### config.mk
export PLATFORM = sky130hd
export DESIGN_NAME = lkws_front
export DESIGN_NICKNAME = d
export VERILOG_FILES = /design/src/lkws_pkg.sv /design/src/lkws_front.sv
export SDC_FILE = /design/constraint.sdc
export NUM_CORES = 1
export LEC_CHECK = 0
export BUFFER_PORTS_ARGS = -buffer_cell sky130_fd_sc_hd__buf_2
export CORE_ASPECT_RATIO = 0.8
export CORE_MARGIN = 2
export CORE_UTILIZATION = 55
export DETAILED_ROUTE_END_ITERATION = 7
export MAX_ROUTING_LAYER = met4
export PLACE_DENSITY = 0.82
export SETUP_SLACK_MARGIN = 0.05
export SLEW_MARGIN = 30
export SYNTH_ARGS = -nofsm -noshare
export SYNTH_HDL_FRONTEND = slang
export SYNTH_SLANG_ARGS = --single-unit
### constraint.sdc
create_clock -name clk -period 5.7 [get_ports clk]
set_clock_uncertainty 0.2 [all_clocks]
set_input_delay 1.14 -clock clk [delete_from_list [all_inputs] [get_ports clk]]
set_output_delay 1.14 -clock clk [all_outputs]
set_load 0.02 [all_outputs]
### src/lkws_pkg.sv
// ----------------------------------------------------------------------------
// lkws_pkg
// Types and constants shared by the latency Kalman/window statistics block.
// ----------------------------------------------------------------------------
package lkws_pkg;

	localparam int LAT_W   = 30;
	localparam int SLOPE_W = 31;
	localparam int VAR_W   = 41;
	localparam int FILL_W  = 7;
	localparam int CFG_W   = 24;
	localparam int ERR_W   = 32;
	localparam int GAIN_W  = 17;
	localparam int DIV_W   = 64;

	localparam logic [LAT_W-1:0] LAT_MIN   = LAT_W'(65536);
	localparam logic [LAT_W-1:0] LAT_MAX   = LAT_W'(655360000);
	localparam logic [LAT_W-1:0] SLOPE_MAX = LAT_W'(655360000);

	localparam logic [CFG_W-1:0] PN_RESET  = CFG_W'(655);
	localparam logic [CFG_W-1:0] MN_RESET  = CFG_W'(327680);
	localparam logic [ERR_W-1:0] ERR_RESET = ERR_W'(65536);

	localparam int MIN_SLOPE_N = 10;
	localparam int MIN_VAR_N   = 5;

	// register indexes
	localparam logic REG_PROCESS_NOISE     = 1'b0;
	localparam logic REG_MEASUREMENT_NOISE = 1'b1;

	typedef struct packed {
		logic [CFG_W-1:0] process_noise;
		logic [CFG_W-1:0] measurement_noise;
	} kal_cfg_t;

	typedef struct packed {
		logic             valid;
		logic [LAT_W-1:0] sample;
	} q_word_t;

	typedef struct packed {
		logic             start;
		logic [DIV_W-1:0] dividend;
		logic [DIV_W-1:0] divisor;
	} div_req_t;

	typedef struct packed {
		logic             done;
		logic [DIV_W-1:0] quotient;
	} div_rsp_t;

endpackage

### src/lkws_front.sv
// ----------------------------------------------------------------------------
// lkws_front
// Takes sample words, clamps them to 1..10000 ms and queues them (two deep).
// ----------------------------------------------------------------------------
module lkws_front (
	input  logic                        clk,
	input  logic                        arst_n,
	input  logic                        in_valid,
	output logic                        in_stall,
	input  logic [lkws_pkg::LAT_W-1:0]  latency_sample,
	output lkws_pkg::q_word_t           q_head,
	input  logic                        q_pop
);
	import lkws_pkg::*;

	logic [LAT_W-1:0] q_data_q [2];
	logic             wr_q, rd_q;
	logic [1:0]       n_q;
	logic             push;
	logic [LAT_W-1:0] clamped;

	assign in_stall = (n_q == 2'd2);
	assign push     = in_valid && !in_stall;

	always_comb begin
		priority if (latency_sample < LAT_MIN)
			clamped = LAT_MIN;
		else if (latency_sample > LAT_MAX)
			clamped = LAT_MAX;
		else
			clamped = latency_sample;
	end

	always_ff @(posedge clk or negedge arst_n) begin
		if (!arst_n) begin
			wr_q <= 1'b0;
			rd_q <= 1'b0;
			n_q  <= 2'd0;
		end else begin
			if (push)
				wr_q <= ~wr_q;
			if (q_pop)
				rd_q <= ~rd_q;
			n_q <= n_q + {1'b0, push} - {1'b0, q_pop};
		end
	end

	always_ff @(posedge clk) begin
		if (push)
			q_data_q[wr_q] <= clamped;
	end

	assign q_head.valid  = (n_q != 2'd0);
	assign q_head.sample = q_data_q[rd_q];

endmodule

# After elaboration in Yosys (flattened, before gate mapping)
# Memories as Yosys holds them, arrays and structs flattened.
# Index checks and enable logic that the tools add are counted.
# totals
regBits	4
n_memories	1
ram_bits	60
# mem_list
memory	depth	word_bits	rd	rd_ports_with_merged_regs	write_ports	line	text
q_data_q	2	30	1	0	1	lkws_front.sv:16	logic [LAT_W-1:0] q_data_q [2];
# op_classes
n_eq_ne	1
reduce_logical	3
n_bitwise	2
n_addsub	2
magnitude_cmp	2
mux	4
# ops
op	count
2-to-1 mux 30 bit	2
> comparator 30 bit (second input constant)	1
< comparator 30 x 17 -> 1 bit (second input constant)	1
adder 2 x 1 -> 2 bit	1
== test 2 bit (second input constant)	1
2-to-1 mux 1 bit	2
inverter 1 bit	2
nonzero test 2 bit	1
subtractor 2 x 1 -> 2 bit	1
logical AND 1 bit	1
zero test 1 bit	1

# Logic depth before layout (Yosys ltp)
# logic_depth
word_depth	5
ltp_mapped	7
depth_no_buf	7

# Worst setup path before layout
# No wires, ideal clock.
# synth_path
path_type	in2reg
startpoint	input in_valid
endpoint	memory q_data_q[0][0], enable pin
setup_ns	0.417
path_slack_ns	2.578
path_buffers	0
cell_stages	2
arrival_time_ns	2.506
required_time_ns	5.083
path_cell_list	nand2_1 -> nor2_1
# synth_between
elab_chain_cells	3
# synth_lines
item	line	text
start: declaration	lkws_front.sv:8	input logic in_valid,
logical AND 1 bit	lkws_front.sv:23	assign push = in_valid && !in_stall;
2-to-1 mux 1 bit	lkws_front.sv:49	if (push)
2-to-1 mux 1 bit (not written as such)	lkws_front.sv:50	q_data_q[wr_q] <= clamped;
end: declaration	lkws_front.sv:16	
# No other way between the ends.

==> flow_metrics.env <==
export IMPL_outcome="completed"
export IMPL_postSynthCellCount=161
export IMPL_grt_pass1_vias=1536
export IMPL_grt_max_degree=31
export IMPL_dieHeight_microns=67.02
export IMPL_n_antenna_cell=0
export IMPL_gp_congestion=0.7840
export IMPL_finalSetupViolCount=0
export IMPL_hold_viol=0
export IMPL_synth_avg_cell_area_sq_um=16.96
export IMPL_grt_ovfl_total=0
export IMPL_report_final_slew_viol_count=0
export IMPL_fin_cells=298
export IMPL_synth_nets=197
export IMPL_end_kind="output port"
export IMPL_clk_path_buf_depth=2
export IMPL_synthFlopType="edfxtp_1"
export IMPL_ys_ff_latch=64
export IMPL_cap_violations=0
export IMPL_tightest_slew_ns=0.6974
export IMPL_rows=22
export IMPL_area_growth_syn_to_layout_pct=20.30
export IMPL_min_period_over_period_pct=52.04
export IMPL_clk_pin_slew_ns=0.06
export IMPL_cts_max_level=3
export IMPL_critPathRequiredTime_ns=4.36
export IMPL_drt_wl_total_microns=4898
export IMPL_ys_types=34
export IMPL_fillers=331
export IMPL_initial_utilization_pct=58.34
export IMPL_cts_made_buffers=9
export IMPL_fin_nets=269
export IMPL_port_buffers=65
export IMPL_timing_rr_start="n_q[1]$_DFF_PN0_"
export IMPL_antenna_left=0
export IMPL_max_slew_margin_pct=53.36
export IMPL_synth_top_area_share_pct=65.99
export IMPL_post_cts_buffers=0
export IMPL_max_freq_mhz=337.1
export IMPL_antenna_found_initial=0
export IMPL_fin_setup_tns_ns=0
export IMPL_period_needed_ns=2.966
export IMPL_drc_errors=0
export IMPL_synthTopCellsByArea="edfxtp_1, mux2_2, nor3b_1, dfrtp_1, buf_6"
export IMPL_cts_root_buf="clkbuf_8"
export IMPL_hold_class="flop to flop"
export IMPL_wire_per_inst_microns=16.44
export IMPL_cts_tree="yes"
export IMPL_clk_latency_ns=0.33
export IMPL_placeableCoreArea_sq_mm=0.004679
export IMPL_seq_area_frac_synth_pct=69.66
export IMPL_hpwl_microns=3279
export IMPL_rsz0062_at_grt="false"
export IMPL_die_w_microns=82.77
export IMPL_ys_warn_count=0
export IMPL_vias=1589
export IMPL_power_density_mw_per_mm2=477.0
export IMPL_synth_edf_count=60
export IMPL_ir_worst_vdd_mv=0.3048
export IMPL_hold_buffers=0
export IMPL_synthArstFlopShare_pct=6.250
export IMPL_vias_per_cell=5.332
export IMPL_crit_type="flop to output port"
export IMPL_critPathArrivalTime_ns=1.63
export IMPL_critPathLaunch="rd_q$_DFFE_PN0P_"
export IMPL_drive_gt1_share_pct=49.16
export IMPL_design_power_total_mw=1.567
export IMPL_grt_use_total_pct=19.66
export IMPL_postCtsResizedCells=0
export IMPL_synth_area_leader_cell="edfxtp_1"
export IMPL_firstDrtPassIters=4
export IMPL_initialDrtViolationCount=119
export IMPL_dieArea_sq_mm=0.005547
export IMPL_worstSetupStartpointType="flop"
export IMPL_leakage_nw=1.249
export IMPL_synth_area_sq_mm=0.002730
export IMPL_io_pins=66
export IMPL_grt_pass1_wl_microns=7272
export IMPL_clock_sinks=64
export IMPL_crit_fanout=30
export IMPL_hold_start="rd_q$_DFFE_PN0P_"
export IMPL_place_inst=282
==> path summary, 6_finish.rpt <==
kind	cells after the start	slack (ns)	endpoint
worst max-delay path	3	2.73	q_head[23]
worst min register to register	1	0.27	rd_q$_DFFE_PN0P_
min in group asynchronous	1	0.40	n_q[1]$_DFF_PN0_
worst min-delay path	1	0.27	rd_q$_DFFE_PN0P_
max in group asynchronous	1	4.78	wr_q$_DFFE_PN0P_
worst max register to register	4	3.58	q_data_q[0][4]$_DFFE_PP_
==> state kept, by name (all words and copies together) (netlist names) <==
signal	count
rd_q	1
n_q	2
q_data_q	60
wr_q	1
==> metal layers <==
metal	vias up	GRT usage [%]	wire, microns
met5	-	-	0
met4	0	9.221	120
met3	16	7.046	260
met2	55	29.33	2372
met1	754	24.08	2144
li1	764	-	-
==> area by class of cell <==
class,count,area [sq um],area share [%]
tap,60,75.07,2.286
timing repair buffer,68,347.8,10.59
clock buffer,15,166.4,5.067
multi-input combinational,88,780.7,23.77
inverter,2,7.507,0.2286
sequential,64,1902,57.90
clock inverter,1,5.005,0.1524
==> kinds of logic after synthesis <==
family,Yosys count,synth area share [%]
adders and majority gates,2,0.9164
muxes,30,12.37
xor gates and xnor gates,4,1.283
DFF,64,69.66
and+or+nand+nor,48,12.60
AOI/OAI and AO/OA,4,1.054
buffers and inverters,9,2.108
==> stage by stage <==
step	util, %	hold WS, ns	setup WS, ns	instance area [sq um]
after floorplan	-	0.2604	2.578	2730
after global placement	66.36	0.2551	2.552	3105
after detailed placement	66.36	0.2621	2.543	3105
after CTS	70.03	0.2746	2.697	3277
after global routing	70.19	0.2981	2.643	3284
final	70.19	0.2714	2.734	3284
==> critical path, cell delays in order, from the launching register on <==
cell	delay (ns)
dfrtp_1	0.36
buf_4	0.37
mux2_2	0.39
buf_2	0.16
==> cell usage in the layout (no fill, tap or decap), types with 4 or more instances in the layout <==
| master | synthesis | final |
|---|---|---|
| buf_2 | 1 | 65 |
| edfxtp_1 | 60 | 60 |
| mux2_2 | 30 | 30 |
| nor3b_1 | 15 | 15 |
| clkbuf_8 | 0 | 11 |
| nor4_1 | 4 | 4 |
| or2_1 | 4 | 4 |
| clkbuf_1 | 1 | 4 |
| dfrtp_1 | 4 | 4 |
==> report_power, final <==
| part | internal, mW | leakage [nW] | switching, mW | total (mW) |
|---|---|---|---|---|
| combinational | 0.222 | 0.552 | 0.334 | 0.555 |
| sequential | 0.652 | 0.610 | 0.0306 | 0.682 |
| clock | 0.182 | 0.0877 | 0.147 | 0.329 |
==> cell usage after synthesis (2+ instances only) <==
library cell  instances
nor2b_1               2
mux2_2               30
nor3_1                3
inv_1                 2
edfxtp_1             60
buf_1                 2
nand4_1               2
buf_6                 3
nor3b_1              15
or2_1                 4
nor4_1                4
nor2_1                2
and2_1                3
ha_1                  2
dfrtp_1               4
xnor2_1               3
and2b_1               3
Power figures use the tool's default switching activity.
