[config.mk]
export PLATFORM = sky130hd
export DESIGN_NAME = lkws_div
export DESIGN_NICKNAME = d
export VERILOG_FILES = /design/src/lkws_pkg.sv /design/src/lkws_div.sv
export SDC_FILE = /design/constraint.sdc
export NUM_CORES = 1
export LEC_CHECK = 0
export ABC_AREA = 1
export BUFFER_PORTS_ARGS = -buffer_cell sky130_fd_sc_hd__buf_2
export CAP_MARGIN = 20
export CORE_ASPECT_RATIO = 0.9
export CORE_UTILIZATION = 64
export CTS_CLUSTER_SIZE = 24
export DETAILED_ROUTE_END_ITERATION = 10
export GPL_TIMING_DRIVEN = 0
export MAX_ROUTING_LAYER = met4
export PLACE_DENSITY = 0.87
export SLEW_MARGIN = 20
export SYNTH_ARGS = -nofsm -noshare
export SYNTH_HDL_FRONTEND = slang
export SYNTH_SLANG_ARGS = --single-unit
[constraint.sdc]
create_clock -name clk -period 9.1 [get_ports clk]
set_clock_uncertainty 0.2 [all_clocks]
set_input_delay 0.91 -clock clk [delete_from_list [all_inputs] [get_ports clk]]
set_output_delay 0.91 -clock clk [all_outputs]
set_load 0.02 [all_outputs]
[src/lkws_pkg.sv]
// ----------------------------------------------------------------------------
// lkws_pkg
// Types and constants shared by the latency Kalman/window statistics block.
// ----------------------------------------------------------------------------
package lkws_pkg;

	localparam int LAT_W   = 30;
	localparam int SLOPE_W = 31;
	localparam int VAR_W   = 41;
	localparam int FILL_W  = 7;
	localparam int CFG_W   = 24;
	localparam int ERR_W   = 32;
	localparam int GAIN_W  = 17;
	localparam int DIV_W   = 64;

	localparam logic [LAT_W-1:0] LAT_MIN   = LAT_W'(65536);
	localparam logic [LAT_W-1:0] LAT_MAX   = LAT_W'(655360000);
	localparam logic [LAT_W-1:0] SLOPE_MAX = LAT_W'(655360000);

	localparam logic [CFG_W-1:0] PN_RESET  = CFG_W'(655);
	localparam logic [CFG_W-1:0] MN_RESET  = CFG_W'(327680);
	localparam logic [ERR_W-1:0] ERR_RESET = ERR_W'(65536);

	localparam int MIN_SLOPE_N = 10;
	localparam int MIN_VAR_N   = 5;

	// register indexes
	localparam logic REG_PROCESS_NOISE     = 1'b0;
	localparam logic REG_MEASUREMENT_NOISE = 1'b1;

	typedef struct packed {
		logic [CFG_W-1:0] process_noise;
		logic [CFG_W-1:0] measurement_noise;
	} kal_cfg_t;

	typedef struct packed {
		logic             valid;
		logic [LAT_W-1:0] sample;
	} q_word_t;

	typedef struct packed {
		logic             start;
		logic [DIV_W-1:0] dividend;
		logic [DIV_W-1:0] divisor;
	} div_req_t;

	typedef struct packed {
		logic             done;
		logic [DIV_W-1:0] quotient;
	} div_rsp_t;

endpackage

[src/lkws_div.sv]
// ----------------------------------------------------------------------------
// lkws_div
// Shared restoring divider, one quotient bit a cycle.
// ----------------------------------------------------------------------------
module lkws_div (
	input  logic               clk,
	input  logic               arst_n,
	input  lkws_pkg::div_req_t req,
	output lkws_pkg::div_rsp_t rsp
);
	import lkws_pkg::*;

	localparam int CNT_W = $clog2(DIV_W);

	logic [DIV_W-1:0] rem_q, quo_q, dsr_q;
	logic [CNT_W-1:0] cnt_q;
	logic             busy_q, done_q;
	logic [DIV_W:0]   trial;
	logic             ge;
	logic [DIV_W:0]   diff;

	assign trial = {rem_q, quo_q[DIV_W-1]};
	assign ge    = trial >= {1'b0, dsr_q};
	assign diff  = trial - {1'b0, dsr_q};

	always_ff @(posedge clk or negedge arst_n) begin
		if (!arst_n) begin
			busy_q <= 1'b0;
			done_q <= 1'b0;
			cnt_q  <= '0;
		end else begin
			done_q <= busy_q && !req.start && (cnt_q == CNT_W'(DIV_W - 1));
			if (req.start) begin
				busy_q <= 1'b1;
				cnt_q  <= '0;
			end else if (busy_q) begin
				cnt_q <= cnt_q + 1'b1;
				if (cnt_q == CNT_W'(DIV_W - 1))
					busy_q <= 1'b0;
			end
		end
	end

	always_ff @(posedge clk) begin
		if (req.start) begin
			rem_q <= '0;
			quo_q <= req.dividend;
			dsr_q <= req.divisor;
		end else if (busy_q) begin
			rem_q <= ge ? diff[DIV_W-1:0] : trial[DIV_W-1:0];
			quo_q <= {quo_q[DIV_W-2:0], ge};
		end
	end

	assign rsp.done     = done_q;
	assign rsp.quotient = quo_q;

endmodule

Yosys cells after proc, flatten, opt, wreduce, memory -nomap -nowiden
Index checks and enable logic that the tools add are counted.
Widths: inputs -> output; s select.
{ "op_classes": {"add_sub_neg": 2, "n_lt_le_gt_ge": 1, "eq_ne": 1, "mux": 8, "reduce_logical": 4} }
{ "op_table": {"columns": ["cell", "n"], "rows": [
  ["$mux 64", 3],
  ["$ge 65x64->1", 1],
  ["$sub 64x64->64", 1],
  ["$mux 6", 2],
  ["$add 6x1->6 const B", 1],
  ["$eq 6x6->1 const B", 1],
  ["$mux 1", 3],
  ["$logic_and 1x1->1", 2],
  ["$reduce_bool 2->1", 1],
  ["$logic_not 1->1", 1]
]} }
{ "totals": {"reg_bits": 200, "output_inout_bits": 65} }

Depth between registers and ports, before layout
{ "depth": {"word_depth": 4, "ltp_mapped": 19, "mapped_depth_nobuf": 18} }

Worst setup path before layout
Ideal clock, no wire load.
{ "synth_path": {"kind": "input port to flip-flop", "start": "in req[128] in the netlist's numbering", "end": "reg quo_q[0], enable pin", "arrival_time_ns": 3.112, "path_slack_ns": 5.334, "stages": 3, "n_path_buf": 1, "path_cell_list": "nor2_1 -> inv_1 -> clkbuf_1"} }
{ "synth_between": {"elab_chain_len": 1} }
{ "synth_lines": {"columns": ["element", "line_no", "rtl"], "rows": [
  ["from (decl)", "lkws_div.sv:8", "input lkws_pkg::div_req_t req,"],
  ["$reduce_bool 2->1 (no source line)", null, null],
  ["to (signal assigned)", "lkws_div.sv:47", "quo_q <= req.dividend;"],
  ["to (signal assigned)", "lkws_div.sv:51", "quo_q <= {quo_q[DIV_W-2:0], ge};"],
  ["to (decl)", "lkws_div.sv:15", "logic [DIV_W-1:0] rem_q, quo_q, dsr_q;"]
]} }
No other way between the ends.
A chain may end at the register's enable or synchronous reset.

Worst setup path in the final report
{ "layout_path": {"start": "reg dsr_q[51]", "end": "reg rem_q[51]"} }
{ "layout_between": {"elab_chain_len": 2} }
{ "layout_lines": {"columns": ["element", "line_no", "rtl"], "rows": [
  ["from (decl)", "lkws_div.sv:15", null],
  ["from (signal assigned)", "lkws_div.sv:48", "dsr_q <= req.divisor;"],
  ["$sub 64x64->64 / $ge 65x64->1 (equally long branches)", "lkws_div.sv:24, lkws_div.sv:23", null],
  ["$mux 64 (*)", "lkws_div.sv:50", "rem_q <= ge ? diff[DIV_W-1:0] : trial[DIV_W-1:0];"],
  ["to (signal assigned)", "lkws_div.sv:50", null],
  ["to (decl)", "lkws_div.sv:15", null]
]} }
Every way passes the cells marked *; elsewhere a longest branch is shown, timed or not.

==> results.md <==
* Mean cell area of the mapped netlist at 6.59 µm²
* # DRC at 0
* Die Wd at 160 µm
* Sink count of the clock tree at 200
* Internal power consumption at 0.00151 W
* Proportion of netlist area held by the largest area contributor at 26.7%
* Area leader, netlist: sky130_fd_sc_hd__edfxtp_1
* Total wire length at 51,000 µm
* Clock buffer count from CTS at 17
* Remaining antenna violation count at 0
* Critical path's largest stage delay at between 0.4 and 0.5 ns
* Hold Path Class: primary input to async pin
* Cell repeated most along the worst path: sky130_fd_sc_hd__nand2_1
* DPL Wire Length at between 30,000 and 40,000 µm
* Top delay family on crit path: simple AND/OR/NAND/NOR gates
* Reg2Reg Launch Point: dsr_q[51]
* Io pins at 196
* Sum Neg Setup Slack at 0 ns
* Clock tree from TritonCTS: yes
* Post-layout instance count excluding filler cells at 2,710
* Filler instances at 1,679
* Synthesized-area fraction occupied by xor and xnor cells at 1.89%
* Number of setup buffers added after CTS at 0
* Slowest cell on crit path: sky130_fd_sc_hd__nor2_1
* Total congestion overflow at 0
* Maximum number of pins on one net before global-route repair at 55
* Starting density of the core at roughly two thirds
* Transition at the pin with the smallest max-transition slack at 0.975 ns
* Worst max-slew margin expressed relative to the limit at 35.0%
* Total Die Area at approximately 23,000 µm²
* Critical path launch point type: flop
* Bufs and invs on worst path at 3
* Power per cell area at 134 nW/µm²
* Adder-cell share of the synthesized area at a little under 6%
* Detailed Routing Iterations Pass 1 at 8
* Net load switching power at 0.000686 W
* Max clock buf depth at 2
* Count of state elements after synthesis at 200
* Final-layout worst hold slack at 0.0755 ns
* Count of unique library cells instantiated by Yosys at 42
* Number of placement rows at 51
* Ordered cell list for the critical path: inv_1 -> ha_1 -> nand2_1 -> inv_1 -> nand2_1 -> nor2_1 -> nand4_1 -> o21bai_4 -> nor2_4 -> nand2_4 -> buf_4 -> nand3_1 -> nand2_1 -> nand2_1
* Area contributors post-synth: sky130_fd_sc_hd__edfxtp_1 (27%), sky130_fd_sc_hd__nand2_1 (24%), sky130_fd_sc_hd__inv_1 (11%), sky130_fd_sc_hd__dfxtp_1 (8.9%), sky130_fd_sc_hd__ha_1 (5.7%)
* Clock latency of the later-clocked register in the worst-skew pair at approximately 0.46 ns
* Resized Gates After CTS at 0
* Final Net Count at 2,598
* Synth Net Count at 2,382
* Cells after synthesis at 2,185
* Area fraction in compound gates after synthesis at 4.19%
* Sequential cell area at 5330 µm²
* Via count of the first global-routing pass at 14,300
* Global placement routability congestion at roughly 1.1
* Average vias per placed instance at 5.66
* Number of failing setup endpoints in the final timing report at 0
* Detailed-route wire length per cell at 18.8 µm
* Floorplan die height at 144 µm
* Worst vdd rail ir drop at 0.124 mV
* Share of final-layout standard cells stronger than drive strength 1 at 12.8%
* Post-Syn Area at 14,400 µm²
* Critical path fanouts, max at 10
* Clk pwr share at 36.3%
* Portion of netlist area occupied by mux cells at 0%
* Sequential element share of the synthesized area at 37.0%
* Sum of internal, switching and leakage power at 0.00219 W
* Area of combinational cells with multiple inputs at 7080 µm²
* Required time worst endpoint at 9.25 ns
* Via count at approximately 15,000
* Dominant combinational cell family by area after synthesis: simple AND/OR/NAND/NOR gates
* Peak clock frequency supported by timing at 310 MHz
* Arrival time at the worst endpoint at 3.37 ns
* Standby leakage power at 9.32 nW
* Final critical-path required period at ~3.2 ns
* Wire length of the first global-routing pass at 76,800 µm
* Share of the clock period used by the worst path at 35.4%
* Dpl cells at 2,673
* Root buf cell: sky130_fd_sc_hd__clkbuf_16
* Total Routing Usage GR at 45.3%
* Signed area change from the synthesized netlist to the final layout at 13.9%
* Simple-gate share of the synthesized area at between 30% and 40%
* Max-cap violations at 0
* Area of the core at roughly 22,000 µm²
* Gate power share at 15.6%
* Initial DRC count at about 2,000
* Max-slew violations at 0
* Result of the run: finished clean
* Critical path class: flop to flop
* Layout Utilization at 75.1%
* Quantity of hold-fixing buffers added after cts at 0
* Worst setup startpoint: dsr_q[51]
* Share of power burned in registers at a little under half
* Critical path capture point type: flop
* Clk slew on worst S/H paths at 0.10 ns
* Initial antenna violation count at 3
* # H-tree levels at 4
* Yosys synthesis warning count at 0
* Unrepaired setup endpoints after global routing: no
* Switching power as a share of total power at between 30% and 40%
* PortBufs at 195
* Hold Violations, Final at 0
==> synth_stat cells, drive strengths merged <==
master  number
a22o         1
clkinv       3
nand2      930
buf         26
xnor2       28
clkbuf      22
and2         4
inv        449
dfxtp       64
nand4       16
a31oi        1
xor2         3
a21o         2
a32o         1
a41oi        1
o21ai       43
or2          2
nor2       118
a21oi       52
nor3        19
o21bai       8
dfrtp        8
nand3b      37
nand3      151
edfxtp     128
fa           1
ha          65
nor4         2
==> metal layers <==
metal  vias to the layer above  GRT usage, %  wire [µm]
li1                       7120             -          -
met1                      6842          55.8      19500
met2                      1166          70.4      22200
met3                       215          9.89       6370
met4                         0          23.7       2950
met5                         -             -          0
==> metrics by stage <==
stage	instance area (µm²)	setup WS (ns)
CTS	16400	5.70
global placement	15700	2.61
detailed placement	15800	5.28
floorplan	14400	5.33
global route	16400	5.80
finish	16400	5.88
==> power by group through the flow <==
stage / clock [W] / sequential [W] / combinational (W)
6_report: 0.000797 / 0.00105 / 0.000343
3_3_place_gp: 0 / 0.00107 / 0.000312
2_1_floorplan: 0 / 0.00110 / 0.000169
4_1_cts: 0.000786 / 0.00105 / 0.000334
3_5_place_dp: 0 / 0.00107 / 0.000329
5_1_grt: 0.000820 / 0.00106 / 0.000369
==> logic make-up after synthesis <==
family / count (synthesis)
and+or+nand+nor: 1279
DFF: 200
xor gates and xnor gates: 31
adders and majority gates: 66
buffers and inverters: 500
AOI/OAI and AO/OA: 109
==> area by class of cell <==
| cell class | instances | share of cell area (%) |
|---|---|---|
| Clock inverter | 13 | 0.931 |
| Clock buffer | 19 | 2.64 |
| Buffer | 48 | 1.80 |
| Inverter | 452 | 10.4 |
| Tap cell | 291 | 2.22 |
| Antenna cell | 5 | 0.0763 |
| Sequential cell | 200 | 32.5 |
| Multi-Input combinational cell | 1485 | 43.2 |
| Timing Repair Buffer | 197 | 6.26 |
==> sequential cells by signal (all words and copies together), names as in the netlist <==
name	cells
busy_q	1
quo_q	64
cnt_q	6
done_q	1
rem_q	64
dsr_q	64
==> cell usage in the layout, fill, tap and decap left out, drive strengths merged, types with 2 or more instances in the layout <==
master / count
nand2: 930
inv: 456
buf: 223
nand3: 151
edfxtp: 128
nor2: 118
ha: 65
dfxtp: 64
a21oi: 52
o21ai: 43
clkbuf: 41
nand3b: 37
xnor2: 28
nor3: 19
nand4: 16
dfrtp: 8
o21bai: 8
clkinv: 8
diode: 5
and2: 4
xor2: 3
a21o: 2
nor4: 2
or2: 2
==> final timing paths <==
check	slack [ns]	cells after the start	endpoint
min in group clk	0.28	2	rem_q[48]
hold reg to reg	0.28	2	rem_q[48]
hold / removal	0.08	1	done_q
max in group asynchronous	8.44	1	cnt_q[3]
setup / recovery	5.88	14	rem_q[51]
setup reg to reg	5.88	14	rem_q[51]
Power figures use the tool's default switching activity.
